`src/design/sexp_pkg.sv`:
```
// shared types and constants for the s-expression token scanner
`default_nettype none

package sexp_pkg;

    // byte classes decoded by the front end
    typedef enum logic [4:0] {
        CH_SPACE,
        CH_NEWLINE,
        CH_SEMI,
        CH_LPAREN,
        CH_RPAREN,
        CH_QUOTE,
        CH_BQUOTE,
        CH_COMMA,
        CH_DQUOTE,
        CH_HASH,
        CH_DOT,
        CH_DIGIT,
        CH_AT,
        CH_BSLASH,
        CH_TRUE,
        CH_FALSE,
        CH_OTHER,
        CH_END
    } char_class_t;

    // token kinds as they leave on tuser
    typedef enum logic [3:0] {
        KIND_LPAREN       = 4'd0,
        KIND_RPAREN       = 4'd1,
        KIND_QUOTE        = 4'd2,
        KIND_BACKQUOTE    = 4'd3,
        KIND_COMMA        = 4'd4,
        KIND_COMMA_AT     = 4'd5,
        KIND_STRING       = 4'd6,
        KIND_BOOLEAN      = 4'd7,
        KIND_NUMBER       = 4'd8,
        KIND_SYMBOL       = 4'd9,
        KIND_END          = 4'd10,
        KIND_UNTERMINATED = 4'd11
    } kind_t;

    localparam int KIND_W      = 4;
    localparam int LEN_W       = 16;
    localparam int COL_W       = 16;
    localparam int CLASS_DEPTH = 4;
    localparam int TOKQ_DEPTH  = 4;

    localparam logic [7:0] CHR_NUL      = 8'h00;
    localparam logic [7:0] CHR_TAB      = 8'h09;
    localparam logic [7:0] CHR_LF       = 8'h0A;
    localparam logic [7:0] CHR_VT       = 8'h0B;
    localparam logic [7:0] CHR_FF       = 8'h0C;
    localparam logic [7:0] CHR_CR       = 8'h0D;
    localparam logic [7:0] CHR_SP       = 8'h20;
    localparam logic [7:0] CHR_DQUOTE   = 8'h22;
    localparam logic [7:0] CHR_HASH     = 8'h23;
    localparam logic [7:0] CHR_QUOTE    = 8'h27;
    localparam logic [7:0] CHR_LPAREN   = 8'h28;
    localparam logic [7:0] CHR_RPAREN   = 8'h29;
    localparam logic [7:0] CHR_COMMA    = 8'h2C;
    localparam logic [7:0] CHR_DOT      = 8'h2E;
    localparam logic [7:0] CHR_DIGIT_LO = 8'h30;
    localparam logic [7:0] CHR_DIGIT_HI = 8'h39;
    localparam logic [7:0] CHR_SEMI     = 8'h3B;
    localparam logic [7:0] CHR_AT       = 8'h40;
    localparam logic [7:0] CHR_UPPER_F  = 8'h46;
    localparam logic [7:0] CHR_UPPER_T  = 8'h54;
    localparam logic [7:0] CHR_BSLASH   = 8'h5C;
    localparam logic [7:0] CHR_BQUOTE   = 8'h60;
    localparam logic [7:0] CHR_LOWER_F  = 8'h66;
    localparam logic [7:0] CHR_LOWER_T  = 8'h74;

endpackage

`default_nettype wire

```
`src/design/s_expression_token_scanner.sv`:
```
// top level of the s-expression token scanner
//
// usage: source bytes enter on the s_axis channel, one byte per transaction;
// a byte of zero or a transaction with tlast high ends the source. tokens
// leave on the m_axis channel, one token per transaction, with the kind on
// tuser and tlast marking the last token caused by one input byte.
// a token is usually closed by the byte that follows it, so one byte may
// cause two tokens; after the end of source all further bytes are taken
// and dropped without output.
// the class of the byte that closes a token is registered in the class
// queue, then the token in the token queue, and from there it is on m_axis.
// throughput: one byte per cycle unless halted; bytes that cause two tokens
// are limited by the single output port to one token per cycle.
// the front end classifies bytes into a four-entry class queue, the scan
// state machine takes one class per cycle whenever the four-entry token
// queue has room for two tokens.
// reset: all queues empty, position at offset 0, line 1, column 0.
// when the receiver stalls the token queue fills, the scanner halts, the
// class queue fills, and s_axis_tready drops; nothing is lost.
`default_nettype none

module s_expression_token_scanner #(
    parameter int OFFSET_BITS = 32,
    parameter int LINE_BITS   = 24,
    localparam int DATA_BITS  = 1 + OFFSET_BITS + 16 + LINE_BITS + 16,
    localparam int TDATA_W    = ((DATA_BITS + 7) / 8) * 8
) (
    input  wire                clk,
    input  wire                rst_n,
    input  wire                s_axis_tvalid,
    output logic               s_axis_tready,
    input  wire  [7:0]         s_axis_tdata,   // text_byte
    input  wire                s_axis_tlast,   // end_of_input
    output logic               m_axis_tvalid,
    input  wire                m_axis_tready,
    // bool_value, start_offset, text_length, token_line, start_column, zero fill
    output logic [TDATA_W-1:0] m_axis_tdata,
    output logic [3:0]         m_axis_tuser,   // token_kind
    output logic               m_axis_tlast    // last_of_run
);
    import sexp_pkg::*;

    localparam int ENTRY_W = 1 + KIND_W + TDATA_W;

    logic               head_valid, head_pop, room;
    char_class_t        head_class;
    logic               wr0_en, wr1_en;
    logic [ENTRY_W-1:0] wr0_data, wr1_data, out_data;

    // byte intake and classification
    sexp_front u_front (
        .clk        (clk),
        .rst_n      (rst_n),
        .s_valid    (s_axis_tvalid),
        .s_ready    (s_axis_tready),
        .s_byte     (s_axis_tdata),
        .s_end      (s_axis_tlast),
        .head_valid (head_valid),
        .head_class (head_class),
        .head_pop   (head_pop)
    );

    // scan state and token building
    sexp_lex #(
        .OFFSET_BITS (OFFSET_BITS),
        .LINE_BITS   (LINE_BITS),
        .TDATA_W     (TDATA_W),
        .ENTRY_W     (ENTRY_W)
    ) u_lex (
        .clk        (clk),
        .rst_n      (rst_n),
        .head_valid (head_valid),
        .head_class (head_class),
        .head_pop   (head_pop),
        .room       (room),
        .wr0_en     (wr0_en),
        .wr0_data   (wr0_data),
        .wr1_en     (wr1_en),
        .wr1_data   (wr1_data)
    );

    // output token queue
    sexp_tokq #(
        .ENTRY_W (ENTRY_W)
    ) u_tokq (
        .clk       (clk),
        .rst_n     (rst_n),
        .wr0_en    (wr0_en),
        .wr0_data  (wr0_data),
        .wr1_en    (wr1_en),
        .wr1_data  (wr1_data),
        .room      (room),
        .out_valid (m_axis_tvalid),
        .out_ready (m_axis_tready),
        .out_data  (out_data)
    );

    // queue entry: last flag, kind, tdata
    assign m_axis_tdata = out_data[TDATA_W-1:0];
    assign m_axis_tuser = out_data[TDATA_W +: KIND_W];
    assign m_axis_tlast = out_data[ENTRY_W-1];

endmodule

`default_nettype wire

```
`src/design/sexp_front.sv`:
```
// front end: accepts source bytes, classifies them and queues the classes
`default_nettype none

module sexp_front (
    input  wire                   clk,
    input  wire                   rst_n,
    input  wire                   s_valid,
    output logic                  s_ready,
    input  wire  [7:0]            s_byte,
    input  wire                   s_end,
    output logic                  head_valid,
    output sexp_pkg::char_class_t head_class,
    input  wire                   head_pop
);
    import sexp_pkg::*;

    localparam int PTR_W = $clog2(CLASS_DEPTH);

    char_class_t      q_mem [CLASS_DEPTH];
    logic [PTR_W-1:0] wr_ptr_reg, wr_ptr_next;
    logic [PTR_W-1:0] rd_ptr_reg, rd_ptr_next;
    logic [PTR_W:0]   count_reg, count_next;
    char_class_t      in_class;
    logic             push, pop;

    // byte decoder
    always_comb
    begin
        unique case (s_byte) inside
            CHR_NUL:                              in_class = CH_END;
            CHR_SP, CHR_TAB, CHR_VT, CHR_FF, CHR_CR: in_class = CH_SPACE;
            CHR_LF:                               in_class = CH_NEWLINE;
            CHR_SEMI:                             in_class = CH_SEMI;
            CHR_LPAREN:                           in_class = CH_LPAREN;
            CHR_RPAREN:                           in_class = CH_RPAREN;
            CHR_QUOTE:                            in_class = CH_QUOTE;
            CHR_BQUOTE:                           in_class = CH_BQUOTE;
            CHR_COMMA:                            in_class = CH_COMMA;
            CHR_DQUOTE:                           in_class = CH_DQUOTE;
            CHR_HASH:                             in_class = CH_HASH;
            CHR_DOT:                              in_class = CH_DOT;
            [CHR_DIGIT_LO:CHR_DIGIT_HI]:          in_class = CH_DIGIT;
            CHR_AT:                               in_class = CH_AT;
            CHR_BSLASH:                           in_class = CH_BSLASH;
            CHR_LOWER_T, CHR_UPPER_T:             in_class = CH_TRUE;
            CHR_LOWER_F, CHR_UPPER_F:             in_class = CH_FALSE;
            default:                              in_class = CH_OTHER;
        endcase
        if (s_end)
        begin
            in_class = CH_END;
        end
    end

    assign s_ready    = (count_reg != (PTR_W+1)'(CLASS_DEPTH));
    assign head_valid = (count_reg != '0);
    assign head_class = q_mem[rd_ptr_reg];
    assign push       = s_valid && s_ready;
    assign pop        = head_pop && head_valid;

    always_comb
    begin
        wr_ptr_next = wr_ptr_reg + PTR_W'(push);
        rd_ptr_next = rd_ptr_reg + PTR_W'(pop);
        count_next  = count_reg + (PTR_W+1)'(push) - (PTR_W+1)'(pop);
    end

    always_ff @(posedge clk or negedge rst_n)
    begin
        if (!rst_n)
        begin
            wr_ptr_reg <= '0;
            rd_ptr_reg <= '0;
            count_reg  <= '0;
        end
        else
        begin
            wr_ptr_reg <= wr_ptr_next;
            rd_ptr_reg <= rd_ptr_next;
            count_reg  <= count_next;
        end
    end

    always_ff @(posedge clk)
    begin
        if (push)
        begin
            q_mem[wr_ptr_reg] <= in_class;
        end
    end

endmodule

`default_nettype wire

```
`src/design/sexp_lex.sv`:
```
// back end: scan state machine that turns byte classes into tokens
`default_nettype none

module sexp_lex #(
    parameter int OFFSET_BITS = 32,
    parameter int LINE_BITS   = 24,
    parameter int TDATA_W     = 96,
    parameter int ENTRY_W     = 101
) (
    input  wire                   clk,
    input  wire                   rst_n,
    input  wire                   head_valid,
    input  sexp_pkg::char_class_t head_class,
    output logic                  head_pop,
    input  wire                   room,
    output logic                  wr0_en,
    output logic [ENTRY_W-1:0]    wr0_data,
    output logic                  wr1_en,
    output logic [ENTRY_W-1:0]    wr1_data
);
    import sexp_pkg::*;

    localparam int OB = OFFSET_BITS;
    localparam int LB = LINE_BITS;
    localparam logic [OB-1:0] LEN_MAX = OB'(32'h0000_FFFF);

    typedef enum logic [8:0] {
        MODE_IDLE    = 9'b000000001,
        MODE_COMMENT = 9'b000000010,
        MODE_SYMBOL  = 9'b000000100,
        MODE_NUMBER  = 9'b000001000,
        MODE_STRING  = 9'b000010000,
        MODE_ESCAPE  = 9'b000100000,
        MODE_COMMA   = 9'b001000000,
        MODE_HASH    = 9'b010000000,
        MODE_DOT     = 9'b100000000
    } scan_mode_t;

    scan_mode_t       mode_reg, mode_next;
    logic             dot_reg, dot_next;
    logic             fin_reg, fin_next;
    logic [OB-1:0]    offset_reg, offset_next;
    logic [LB-1:0]    line_reg, line_next;
    logic [OB-1:0]    line_start_reg, line_start_next;
    logic [OB-1:0]    tok_off_reg, tok_off_next;
    logic [LB-1:0]    tok_line_reg, tok_line_next;
    logic [COL_W-1:0] tok_col_reg, tok_col_next;

    logic [OB-1:0]    col_diff, span_diff, span_less;
    logic [COL_W-1:0] col_now;
    logic [LEN_W-1:0] span0, span1;
    logic             consume, ends_sym;

    // dispatch of a byte in the idle position
    scan_mode_t       d_mode;
    logic             d_begin, d_emit, d_digit;
    kind_t            d_kind;

    // first token (closes the pending one), second token (starts here)
    logic             e0_v, e0_bool, e1_v, run_disp;
    kind_t            e0_kind, e1_kind;
    logic [LEN_W-1:0] e0_len, e1_len;
    logic [TDATA_W-1:0] td0, td1;

    assign consume  = head_valid && room;
    assign head_pop = consume;

    assign col_diff  = offset_reg - line_start_reg;
    assign col_now   = (col_diff > LEN_MAX) ? '1 : col_diff[COL_W-1:0];
    assign span_diff = offset_reg - tok_off_reg;
    assign span_less = span_diff - OB'(1);
    assign span0     = (span_diff > LEN_MAX) ? '1 : span_diff[LEN_W-1:0];
    assign span1     = (span_diff == '0) ? '0
                     : ((span_less > LEN_MAX) ? '1 : span_less[LEN_W-1:0]);

    always_comb
    begin
        case (head_class) inside
            CH_SPACE, CH_NEWLINE, CH_LPAREN, CH_RPAREN, CH_QUOTE, CH_BQUOTE,
            CH_COMMA, CH_SEMI, CH_DQUOTE: ends_sym = 1'b1;
            default:                      ends_sym = 1'b0;
        endcase
    end

    always_comb
    begin
        d_mode  = MODE_IDLE;
        d_begin = 1'b1;
        d_emit  = 1'b0;
        d_digit = 1'b0;
        d_kind  = KIND_LPAREN;
        unique case (head_class) inside
            CH_SPACE, CH_NEWLINE, CH_END:
            begin
                d_begin = 1'b0;
            end
            CH_SEMI:
            begin
                d_begin = 1'b0;
                d_mode  = MODE_COMMENT;
            end
            CH_LPAREN:
            begin
                d_emit = 1'b1;
                d_kind = KIND_LPAREN;
            end
            CH_RPAREN:
            begin
                d_emit = 1'b1;
                d_kind = KIND_RPAREN;
            end
            CH_QUOTE:
            begin
                d_emit = 1'b1;
                d_kind = KIND_QUOTE;
            end
            CH_BQUOTE:
            begin
                d_emit = 1'b1;
                d_kind = KIND_BACKQUOTE;
            end
            CH_COMMA:  d_mode = MODE_COMMA;
            CH_DQUOTE: d_mode = MODE_STRING;
            CH_HASH:   d_mode = MODE_HASH;
            CH_DOT:    d_mode = MODE_DOT;
            CH_DIGIT:
            begin
                d_mode  = MODE_NUMBER;
                d_digit = 1'b1;
            end
            default:   d_mode = MODE_SYMBOL;
        endcase
    end

    always_comb
    begin
        mode_next       = mode_reg;
        dot_next        = dot_reg;
        fin_next        = fin_reg;
        offset_next     = offset_reg;
        line_next       = line_reg;
        line_start_next = line_start_reg;
        tok_off_next    = tok_off_reg;
        tok_line_next   = tok_line_reg;
        tok_col_next    = tok_col_reg;
        e0_v     = 1'b0;
        e0_kind  = KIND_SYMBOL;
        e0_bool  = 1'b0;
        e0_len   = span0;
        e1_v     = 1'b0;
        e1_kind  = KIND_END;
        e1_len   = '0;
        run_disp = 1'b0;

        if (consume && !fin_reg)
        begin
            if (head_class == CH_END)
            begin
                // flush pending token, end marker unless in a string
                mode_next = MODE_IDLE;
                fin_next  = 1'b1;
                e1_v      = 1'b1;
                unique case (mode_reg)
                    MODE_SYMBOL, MODE_HASH, MODE_DOT:
                    begin
                        e0_v    = 1'b1;
                        e0_kind = KIND_SYMBOL;
                    end
                    MODE_NUMBER:
                    begin
                        e0_v    = 1'b1;
                        e0_kind = KIND_NUMBER;
                    end
                    MODE_COMMA:
                    begin
                        e0_v    = 1'b1;
                        e0_kind = KIND_COMMA;
                        e0_len  = LEN_W'(1);
                    end
                    MODE_STRING, MODE_ESCAPE:
                    begin
                        e0_v    = 1'b1;
                        e0_kind = KIND_UNTERMINATED;
                        e1_v    = 1'b0;
                    end
                    default: ;
                endcase
                if (e1_v)
                begin
                    tok_off_next  = offset_reg;
                    tok_line_next = line_reg;
                    tok_col_next  = col_now;
                end
            end
            else
            begin
                unique case (mode_reg)
                    MODE_COMMENT:
                    begin
                        if (head_class == CH_NEWLINE)
                        begin
                            mode_next = MODE_IDLE;
                        end
                    end
                    MODE_STRING:
                    begin
                        if (head_class == CH_DQUOTE)
                        begin
                            e0_v      = 1'b1;
                            e0_kind   = KIND_STRING;
                            e0_len    = span1;
                            mode_next = MODE_IDLE;
                        end
                        else if (head_class == CH_BSLASH)
                        begin
                            mode_next = MODE_ESCAPE;
                        end
                    end
                    MODE_ESCAPE:
                    begin
                        mode_next = MODE_STRING;
                    end
                    MODE_COMMA:
                    begin
                        e0_v = 1'b1;
                        if (head_class == CH_AT)
                        begin
                            e0_kind   = KIND_COMMA_AT;
                            e0_len    = LEN_W'(2);
                            mode_next = MODE_IDLE;
                        end
                        else
                        begin
                            e0_kind  = KIND_COMMA;
                            e0_len   = LEN_W'(1);
                            run_disp = 1'b1;
                        end
                    end
                    MODE_HASH, MODE_DOT, MODE_SYMBOL:
                    begin
                        if (mode_reg == MODE_HASH &&
                            (head_class == CH_TRUE || head_class == CH_FALSE))
                        begin
                            e0_v      = 1'b1;
                            e0_kind   = KIND_BOOLEAN;
                            e0_bool   = (head_class == CH_TRUE);
                            e0_len    = LEN_W'(2);
                            mode_next = MODE_IDLE;
                        end
                        else if (mode_reg == MODE_DOT && head_class == CH_DIGIT)
                        begin
                            dot_next  = 1'b1;
                            mode_next = MODE_NUMBER;
                        end
                        else if (ends_sym)
                        begin
                            e0_v     = 1'b1;
                            e0_kind  = KIND_SYMBOL;
                            run_disp = 1'b1;
                        end
                        else
                        begin
                            mode_next = MODE_SYMBOL;
                        end
                    end
                    MODE_NUMBER:
                    begin
                        if (head_class == CH_DIGIT)
                        begin
                            mode_next = MODE_NUMBER;
                        end
                        else if (head_class == CH_DOT && !dot_reg)
                        begin
                            dot_next = 1'b1;
                        end
                        else
                        begin
                            e0_v     = 1'b1;
                            e0_kind  = KIND_NUMBER;
                            run_disp = 1'b1;
                        end
                    end
                    default:
                    begin
                        run_disp = 1'b1;
                    end
                endcase

                if (run_disp)
                begin
                    mode_next = d_mode;
                    if (d_digit)
                    begin
                        dot_next = 1'b0;
                    end
                    if (d_begin)
                    begin
                        tok_off_next  = offset_reg;
                        tok_line_next = line_reg;
                        tok_col_next  = col_now;
                    end
                    e1_v    = d_emit;
                    e1_kind = d_kind;
                    e1_len  = LEN_W'(1);
                end

                // position counters, saturating
                if (offset_reg != '1)
                begin
                    offset_next = offset_reg + OB'(1);
                end
                if (head_class == CH_NEWLINE)
                begin
                    if (line_reg != '1)
                    begin
                        line_next = line_reg + LB'(1);
                    end
                    line_start_next = offset_next;
                end
            end
        end
    end

    // tdata layout: bool, offset, length, line, column
    assign td0 = TDATA_W'({tok_col_reg, tok_line_reg, e0_len, tok_off_reg, e0_bool});
    assign td1 = TDATA_W'({col_now, line_reg, e1_len, offset_reg, 1'b0});

    always_comb
    begin
        wr0_en   = e0_v || e1_v;
        wr1_en   = e0_v && e1_v;
        wr1_data = {1'b1, e1_kind, td1};
        if (e0_v)
        begin
            wr0_data = {!e1_v, e0_kind, td0};
        end
        else
        begin
            wr0_data = {1'b1, e1_kind, td1};
        end
    end

    always_ff @(posedge clk or negedge rst_n)
    begin
        if (!rst_n)
        begin
            mode_reg       <= MODE_IDLE;
            dot_reg        <= 1'b0;
            fin_reg        <= 1'b0;
            offset_reg     <= '0;
            line_reg       <= LB'(1);
            line_start_reg <= '0;
            tok_off_reg    <= '0;
            tok_line_reg   <= LB'(1);
            tok_col_reg    <= '0;
        end
        else
        begin
            mode_reg       <= mode_next;
            dot_reg        <= dot_next;
            fin_reg        <= fin_next;
            offset_reg     <= offset_next;
            line_reg       <= line_next;
            line_start_reg <= line_start_next;
            tok_off_reg    <= tok_off_next;
            tok_line_reg   <= tok_line_next;
            tok_col_reg    <= tok_col_next;
        end
    end

endmodule

`default_nettype wire

```
`src/design/sexp_tokq.sv`:
```
// token queue: takes up to two tokens a cycle, hands out one per transaction
`default_nettype none

module sexp_tokq #(
    parameter int ENTRY_W = 101
) (
    input  wire                clk,
    input  wire                rst_n,
    input  wire                wr0_en,
    input  wire  [ENTRY_W-1:0] wr0_data,
    input  wire                wr1_en,
    input  wire  [ENTRY_W-1:0] wr1_data,
    output logic               room,
    output logic               out_valid,
    input  wire                out_ready,
    output logic [ENTRY_W-1:0] out_data
);
    import sexp_pkg::*;

    localparam int PTR_W = $clog2(TOKQ_DEPTH);

    logic [ENTRY_W-1:0] q_mem [TOKQ_DEPTH];
    logic [PTR_W-1:0]   wr_ptr_reg, wr_ptr_next;
    logic [PTR_W-1:0]   rd_ptr_reg, rd_ptr_next;
    logic [PTR_W:0]     count_reg, count_next;
    logic               pop;

    // room for a full pair of tokens
    assign room      = (count_reg <= (PTR_W+1)'(TOKQ_DEPTH - 2));
    assign out_valid = (count_reg != '0);
    assign out_data  = q_mem[rd_ptr_reg];
    assign pop       = out_valid && out_ready;

    always_comb
    begin
        wr_ptr_next = wr_ptr_reg + PTR_W'(wr0_en) + PTR_W'(wr1_en);
        rd_ptr_next = rd_ptr_reg + PTR_W'(pop);
        count_next  = count_reg + (PTR_W+1)'(wr0_en) + (PTR_W+1)'(wr1_en)
                    - (PTR_W+1)'(pop);
    end

    always_ff @(posedge clk or negedge rst_n)
    begin
        if (!rst_n)
        begin
            wr_ptr_reg <= '0;
            rd_ptr_reg <= '0;
            count_reg  <= '0;
        end
        else
        begin
            wr_ptr_reg <= wr_ptr_next;
            rd_ptr_reg <= rd_ptr_next;
            count_reg  <= count_next;
        end
    end

    always_ff @(posedge clk)
    begin
        if (wr0_en)
        begin
            q_mem[wr_ptr_reg] <= wr0_data;
        end
        if (wr1_en)
        begin
            q_mem[wr_ptr_reg + PTR_W'(1)] <= wr1_data;
        end
    end

endmodule

`default_nettype wire
```
`config.mk`:
```
export PLATFORM = sky130hd
export DESIGN_NAME = s_expression_token_scanner
export DESIGN_NICKNAME = d
export VERILOG_FILES = /design/src/design/sexp_pkg.sv /design/src/design/s_expression_token_scanner.sv /design/src/design/sexp_front.sv /design/src/design/sexp_lex.sv /design/src/design/sexp_tokq.sv
export SDC_FILE = /design/constraint.sdc
export NUM_CORES = 1
export LEC_CHECK = 0
export BUFFER_PORTS_ARGS = -buffer_cell sky130_fd_sc_hd__buf_2
export CAP_MARGIN = 0
export CORE_ASPECT_RATIO = 2
export CORE_UTILIZATION = 25
export CTS_CLUSTER_DIAMETER = 60
export CTS_CLUSTER_SIZE = 40
export DETAILED_ROUTE_END_ITERATION = 10
export HOLD_SLACK_MARGIN = 0.06
export PLACE_DENSITY = 0.5
export SYNTH_ARGS = -nofsm -noshare
export SYNTH_HDL_FRONTEND = slang
export SYNTH_SLANG_ARGS = --single-unit
```
`constraint.sdc`:
```
create_clock -name clk -period 5.9 [get_ports clk]
set_input_delay 0.295 -clock clk [delete_from_list [all_inputs] [get_ports clk]]
set_output_delay 0.295 -clock clk [all_outputs]
set_load 0.1 [all_outputs]
```
**Word level (Yosys, flattened, before mapping)**

Memories as Yosys holds them, arrays and structs flattened.
Cells that the tools add are included.

- $add $sub $neg: 16
- Multipliers: 0
- Divide/modulo/power cells: 0
- Order comparisons: 6
- Eq/ne operators: 55
- Shift-type cells: 0
- Muxes and demuxes: 96
- Bitwise operators: 1
- Reduce and logical (&&, ||, !) cells: 39

Operators with widths:

| kind | number |
|---|---|
| 16-bit two-way mux | 15 |
| 32-bit two-way mux | 5 |
| 101-bit two-way mux | 1 |
| 32-bit by 16-bit greater-than comparator with 1-bit output, second input constant | 3 |
| 24-bit two-way mux | 4 |
| 9-bit two-way mux | 10 |
| 5-bit case mux with 17 select lines | 1 |
| 8-bit by 6-bit == test with 1-bit output, second input constant | 9 |
| 32-bit subtractor | 2 |
| 9-bit case mux with 7 select lines | 1 |
| 8-bit by 7-bit == test with 1-bit output, second input constant | 7 |
| 9-bit case mux with 6 select lines | 1 |
| 16-bit case mux with 3 select lines | 1 |
| 1-bit two-way mux | 41 |
| 5-bit by 4-bit == test with 1-bit output, second input constant | 8 |
| 8-bit by 4-bit == test with 1-bit output, second input constant | 5 |
| 32-bit by 1-bit adder with 32-bit output, second input constant | 1 |
| 32-bit logical NOT | 1 |
| 4-bit two-way mux | 8 |
| 32-bit != test, second input constant | 1 |
| 32-bit by 1-bit subtractor with 32-bit output, second input constant | 1 |
| 24-bit by 1-bit adder with 24-bit output, second input constant | 1 |
| 24-bit != test, second input constant | 1 |
| 5-bit by 3-bit == test with 1-bit output, second input constant | 4 |
| 50 further kinds | 81 |

- Register bits: 185
- Bits in latches: 0
- Bits in writable memories: 424
- Memory bits (read-only): 0
- Bits of input ports: 13
- Output and inout bits: 103
- Logic and storage cells: 230
- Memories: 2

Memories:

| name | words | bits a word | read ports | clocked after memory_dff | wr ports | line | text |
|---|---|---|---|---|---|---|---|
| u_tokq.q_mem | 4 | 101 | 1 | 0 | 2 | sexp_tokq.sv:22 | `logic [ENTRY_W-1:0] q_mem [TOKQ_DEPTH];` |
| u_front.q_mem | 4 | 5 | 1 | 0 | 1 | sexp_front.sv:19 | `char_class_t q_mem [CLASS_DEPTH];` |

**Longest topological paths before layout**

Gate-level depths: netlist of run 1.
An unclocked memory read counts as a cell.

- Depth in word-level cells: 17
- Depth in mapped cells: 18

**Hierarchy**

A second synthesis of run 1 with hierarchy kept.

- Cells, all modules: 2,954
- Area total of the unflattened synthesis: 35,156.2 µm²

By module, submodules not included:

| module | instances | cells an instance | area each (µm²) | sequential area each (µm²) |
|---|---|---|---|---|
| sexp_tokq | 1 | 1,012 | 19,799.0 | 12,306.8 |
| sexp_lex | 1 | 1,814 | 13,852.0 | 4,282.9 |
| sexp_front | 1 | 128 | 1,505.2 | 775.7 |

**Worst setup path after synthesis of run 1**

OpenSTA, ideal clock, no wires.

- Path type: flip-flop to flip-flop
- Start point: register u_front.rd_ptr_reg[0]
- End point: memory u_tokq.q_mem[0][10], enable pin
- Library setup time: 430 ps
- Arrival: 4,443 ps
- Required time: 5,470 ps
- Setup slack: 1,027 ps
- Cell stages (with the launch flop): 13
- Buffers on the path: 1
- Clock period less this slack: 4,873 ps
- Cells stage by stage: dfrtp_1 > buf_2 > mux4_2 > or2_0 > o21a_1 > o32ai_2 > a211o_1 > a31oi_1 > o21ai_2 > inv_2 > nor3_2 > a21oi_2 > inv_1

RTL lines:

| element | line | text |
|---|---|---|
| from (decl) | sexp_front.sv:21 | `logic [PTR_W-1:0] rd_ptr_reg, rd_ptr_next;` |
| from (signal assigned) | sexp_front.sv:79 | `rd_ptr_reg <= rd_ptr_next;` |
| to (decl) | sexp_tokq.sv:22 |  |

==> results of run 1 <==
layer usage:
layer  routed length, um  vias up  GRT usage
met5                   0        -          0
met4                6440        0     0.0965
met3                3660      219     0.0120
met2               60600      647      0.327
met1               38000    12100      0.167
li1                    -    11100          -
layout by cell type, fill, tap and decap left out, types with 25 or more instances in the layout:
master / instances
a21oi_1: 121
a22o_1: 215
and3_1: 27
buf_2: 107
buf_4: 98
clkbuf_16: 26
dfrtp_1: 180
dfxtp_1: 72
edfxtp_1: 324
ha_1: 74
inv_1: 109
mux2_2: 30
mux4_2: 99
nand2_1: 348
nand2b_1: 25
nand3_1: 82
nand4_1: 34
nor2_1: 138
nor3_1: 39
o21ai_0: 191
o311ai_1: 26
xnor2_1: 82
xor2_1: 61
worst max-delay path, delay by kind of cell, from the launching register on:
kind | cells | cell delay, ps
simple gates | 3 | 1090
fa+ha+maj | 2 | 650
buf+inv | 2 | 230
xor+xnor | 1 | 550
compound gates | 6 | 2130
flops | 1 | 470
final cells by class:
cell class,instances,share of cell area
clock buffers,27,0.0181
inverters,115,0.0121
repair buffers,232,0.0492
well taps,1683,0.0583
diodes,3,0.000208
multi-input cells,2016,0.413
clock inverters,21,0.0115
flip-flops and latches,581,0.438
report_power, final:
part	total, mW	internal (mW)	switching, mW
combinational	9.51	2.60	6.91
sequential	5.15	4.73	0.412
clock	2.58	0.956	1.63
worst paths after layout:
check | to
worst max-delay path | u_tokq.q_mem[2][33]
worst min-delay path | u_tokq.rd_ptr_reg[0]
worst max register to register | u_tokq.q_mem[2][33]
worst min register to register | u_tokq.q_mem[0][0]
max in group asynchronous | u_lex.tok_col_reg[13]
min in group asynchronous | u_lex.line_start_reg[28]
kinds of logic (layout without fill, tap and decap cells):
kind of cell | after synthesis | count (layout)
AOI/OAI and AO/OA | 823 | 823
muxes | 137 | 137
and+or+nand+nor | 825 | 825
DFF | 581 | 581
buffers and inverters | 334 | 395
xor gates and xnor gates | 144 | 144
adders and majority gates | 80 | 80
other | 1 | 10
per-stage QoR:
step,cells,instance area [um2]
2_1_floorplan,2931,31900
3_3_place_gp,4624,35000
3_5_place_dp,4624,35000
4_1_cts,4675,36100
5_1_grt,4676,36100
6_report,4678,36100
what timing repair did:
action,CTS,global route
resized for setup,0,0
hold endpoints to repair,86,0
hold buffers,3,0
==> results.toml, run 1 <==
[sta]
timing.hold.ws_ps = 88.8
rsz0062_at_grt = "false"
worst_pin_slew_ps = 1220
setup_slack_ps = 561
slew_headroom = 0.178
fin_crit_sh = 0.905
hold_viol = 0
fin_tns_setup_ps = 0
max_freq_ghz = 0.187
final_max_slew_viol_count = 0
clock_skew_ps = 62.9
setup_viol = 0
fin_crit_ps = 5340

[drt]
drc = 0
vias_per_cell = 5.14
drt_iter0_drc = 1503
final_antenna_net_count = 0
wl_per_cell_um = 23.2
routed_wl_um = 109000
vias = 24000
dr.pass1.iters = 5

[yosys]
synthFlopType = "edfxtp_1"
synth_common_cells = "348 x nand2_1, 324 x edfxtp_1, 215 x a22o_1"
synth_top_area_frac = 0.305
yosysSeqAreaShare = 0.495
synth_xor_area_frac = 0.0397
synth_edf_count = 324
yosys_warnings = 0
synth.largest_area_cell = "edfxtp_1"
synth-simple-area-share = 0.124
yosysUniqueCellTypes = 101
synthMostInstantiatedCell = "nand2_1"
syn-instance-count = 2925
synth-compound-area-share = 0.184
synthAdderAreaFrac = 0.0328
syn_avg_cell_area_um2 = 10.9
syn_area_um2 = 31900
ys_top_cells_by_area = "edfxtp_1 30%, dfrtp_1 14%, mux4_2 7.0%, a22o_1 5.9%, dfxtp_1 4.5%"
ys_seq_elements = 581
synth_top_family_by_area = "compound AO/OA/AOI/OAI gates"
synth_mux_area_frac = 0.0829
async_flop_share = 0.318

[worst_setup_path]
r2r_start = "u_lex.offset_reg[0]"
path_max_fanout = 12
reg2regPathDepth = 14
worstSetupPathType = "register to register"
crit_slowest_cell = "a311oi_2"
arrival_ps = 5840
critPathCaptureType = "register"
reg2reg_slack_ps = 560
cpMostUsedCell = "inv_1"
startpoint = "u_lex.offset_reg[0]"
cpPeakStageDelay_ps = 780
cp.required_ps = 6410
path_cells = "inv_1 -> ha_1 -> inv_1 -> fa_1 -> a211oi_2 -> o211ai_2 -> a21oi_1 -> o21ai_1 -> xor2_1 -> nor4b_4 -> and4_1 -> a311oi_2 -> nand2_1 -> o211ai_1"
crit_path_start_kind = "register"

[floorplanning]
die_w_um = 255
num_io_pins = 116
core-area_um2 = 127000
rows = 185
die_area_um2 = 129000
start_util = 0.252
die_h_um = 507

[clock_network]
clk_latency_ps = 700
cts_sinks = 581
postCtsSetupRepairBufs = 0
numCtsBuffers = 26
tritoncts = "yes"
htree_num_levels = 1
cts_root_buf = "clkbuf_16"
cts.path.max_buffers = 3
clk_pin_slew_ps = 130

[finish]
seq_area_um2 = 15800
drive_gt1_frac = 0.162
top_register = "u_tokq.q_mem"
multi_input_area_um2 = 14900
syn_to_final_growth_pct = 13.2
largest_reg_flops = 376
final_util = 0.285
nFillCells = 13300
nets = 3065

[place]
dp_hpwl_um = 78800
post-place-ws_ps = 636
port-buffer-count = 108
gp_congestion = 0.922

[global_route]
antenna_found_initial = 1
grt_usage = 0.166
overflow = 0
grt_first_pass_wirelength_um = 160000
grt_pass1_vias = 24800
grt_max_degree = 80

[power]
power.density_nw_per_um2 = 477
power_mw = 17.2
peakVddDrop_mv = 0.303
power_leakage_nw = 13.5

[flow_run]
maxCapViolCount = 0

[worst_hold_path]
whs_path_depth = 3
min_path_type = "input pin to register"
hp-start = "m_axis_tready"

[status]
outcome = "finished clean"
No activity file was read; power rests on OpenSTA's default activity.
==> run 2, diff against run 1 <==
Settings changed: CORE_UTILIZATION 25 to 63, PLACE_DENSITY 0.5 to 0.92.
==> run 2 against run 1 <==
  * Via count rose by 8.3%
  * Setup slack got worse by 79 ps
  * Sequential share of layout area rose by 2.8 points
  * Hold slack improved by 1.7 ps
  * Sequential power rose by 2%
  * Final cell count fell by 23%
  * Clock skew rose by 4.1 ps
  * Critical path type unchanged
==> results.toml, run 2 (synthesis results as in run 1) <==
[worst_setup_path]
crit_path_start_kind = "register"
crit_slowest_cell = "mux2i_2"
worstSetupPathType = "register to register"
path_max_fanout = 19
cpMostUsedCell = "inv_1"
reg2reg_slack_ps = 480
critPathCaptureType = "register"
cp.required_ps = 6420
path_buf_inv = 3
path_cells = "inv_1 -> ha_1 -> inv_1 -> fa_1 -> a211oi_2 -> o211ai_2 -> a21oi_1 -> xor2_2 -> and3_2 -> nor4b_4 -> and2_1 -> nand3_1 -> mux2i_2 -> buf_4 -> or4_1 -> o21ai_1 -> o311ai_1"
arrival_ps = 5940
cpPeakStageDelay_ps = 560
path_delay_family = "compound AO/OA/AOI/OAI gates"

[floorplanning]
die_h_um = 320
num_io_pins = 116
die_w_um = 161
core-area_um2 = 50100
die_area_um2 = 51600
start_util = 0.637
rows = 116

[place]
dp.cells = 3539
port-buffer-count = 108
gp_congestion = 1.03
dp_hpwl_um = 67600
post-place-ws_ps = 491

[global_route]
grt_first_pass_wirelength_um = 151000
grt_usage = 0.385
grt_pass1_vias = 26900
overflow = 0
antenna_found_initial = 1
grt_max_degree = 117

[clock_network]
postCtsSetupRepairBufs = 0
tritoncts = "yes"
numCtsBuffers = 22
cts.path.max_buffers = 3
htree_num_levels = 1
cts_sinks = 581
clk_pin_slew_ps = 130
cts_root_buf = "clkbuf_16"
clk_latency_ps = 630

[sta]
worst_pin_slew_ps = 1400
hold_viol = 0
clock_skew_ps = 67.1
fin_crit_ps = 5420
rsz0062_at_grt = "false"
slew_headroom = 0.0590
setup_viol = 0
setup_slack_ps = 483
final_max_slew_viol_count = 0
fin_crit_sh = 0.918
max_freq_ghz = 0.185
fin_tns_setup_ps = 0

[finish]
nFillCells = 3526
fin_cells = 3581
largest_reg_flops = 376
top_register = "u_tokq.q_mem"
drive_gt1_frac = 0.145
seq_area_um2 = 15800
nets = 3009
syn_to_final_growth_pct = 6.47
num_antenna_cells = 0
final_common_cell = "nand2_1"
multi_input_area_um2 = 14900
mostFrequentLayoutCells = "348 x nand2_1, 324 x edfxtp_1, 215 x a22o_1"

[power]
peakVddDrop_mv = 0.587
power_leakage_nw = 13.1
power.density_nw_per_um2 = 490
power_mw = 16.7

[flow_run]
maxCapViolCount = 0

[drt]
final_antenna_net_count = 0
vias_per_cell = 7.26
wl_per_cell_um = 27.7
vias = 26000
routed_wl_um = 99400
dr.pass1.iters = 6
drc = 0
drt_iter0_drc = 3450

[worst_hold_path]
min_path_type = "input pin to register"

[status]
outcome = "finished clean"
## run 2: cell types whose count changed in the layout (fill, tap and decap cells not counted), sizes merged
| cell | delta |
|---|---|
| dlygate4sd3 | -1 |
| clkbuf | -2 |
| inv | +4 |
| buf | -51 |
| clkinv | -10 |
| diode | -3 |
## run 2: worst paths after layout
kind / start / to / cells after the start
hold / removal: s_axis_tlast / u_front.q_mem[2][3] / 2
setup reg to reg: u_lex.offset_reg[0] / u_tokq.q_mem[2][42] / 17
max in group asynchronous: rst_n / u_tokq.rd_ptr_reg[0] / 3
min in group asynchronous: rst_n / u_lex.line_start_reg[26] / 2
hold reg to reg: u_tokq.q_mem[0][0] / u_tokq.q_mem[0][0] / 2
setup / recovery: u_lex.offset_reg[0] / u_tokq.q_mem[2][42] / 17
## run 2: power breakdown
| group | switching [mW] | internal [mW] | leakage (nW) |
|---|---|---|---|
| sequential | 0.537 | 4.73 | 6.23 |
| combinational | 6.71 | 2.52 | 6.46 |
| clock | 1.37 | 0.777 | 0.379 |
## run 2: area by class of cell
| class | count | share of cell area |
|---|---|---|
| multi-input cells | 2016 | 0.439 |
| clock inverters | 15 | 0.00648 |
| flip-flops and latches | 581 | 0.465 |
| repair buffers | 180 | 0.0359 |
| well taps | 649 | 0.0239 |
| clock buffers | 25 | 0.0165 |
| inverters | 115 | 0.0127 |
## run 2: metrics by stage
step / hold WS [ps] / util / instance area [um2]
detailed placement: 345 / 0.662 / 33200
global route: 114 / 0.679 / 34000
floorplan: -0.591 / - / 31900
finish: 90.5 / 0.679 / 34000
CTS: 75.9 / 0.678 / 34000
global placement: 325 / 0.662 / 33200
## run 2: timing repair
item / CTS / global route
endpoints found under the setup margin: 0 / 10
gates resized for setup: 0 / 3
hold endpoints to repair: 62 / 0
hold buffers: 2 / 0
## run 2: metal layers
| layer | vias up | wire length [um] | GRT usage |
|---|---|---|---|
| li1 | 10900 | - | - |
| met1 | 12600 | 30300 | 0.395 |
| met2 | 1974 | 50900 | 0.679 |
| met3 | 514 | 9220 | 0.0650 |
| met4 | 2 | 8890 | 0.319 |
| met5 | - | 10 | 0 |
## run 2: worst register-to-register path, delay by kind of cell (launching register included)
family	cells	cell delay [ps]
buffers and inverters	3	660
and+or+nand+nor	5	1240
xor gates and xnor gates	1	400
AOI/OAI and AO/OA	5	1320
DFF	1	470
muxes	1	560
adders and majority gates	2	680
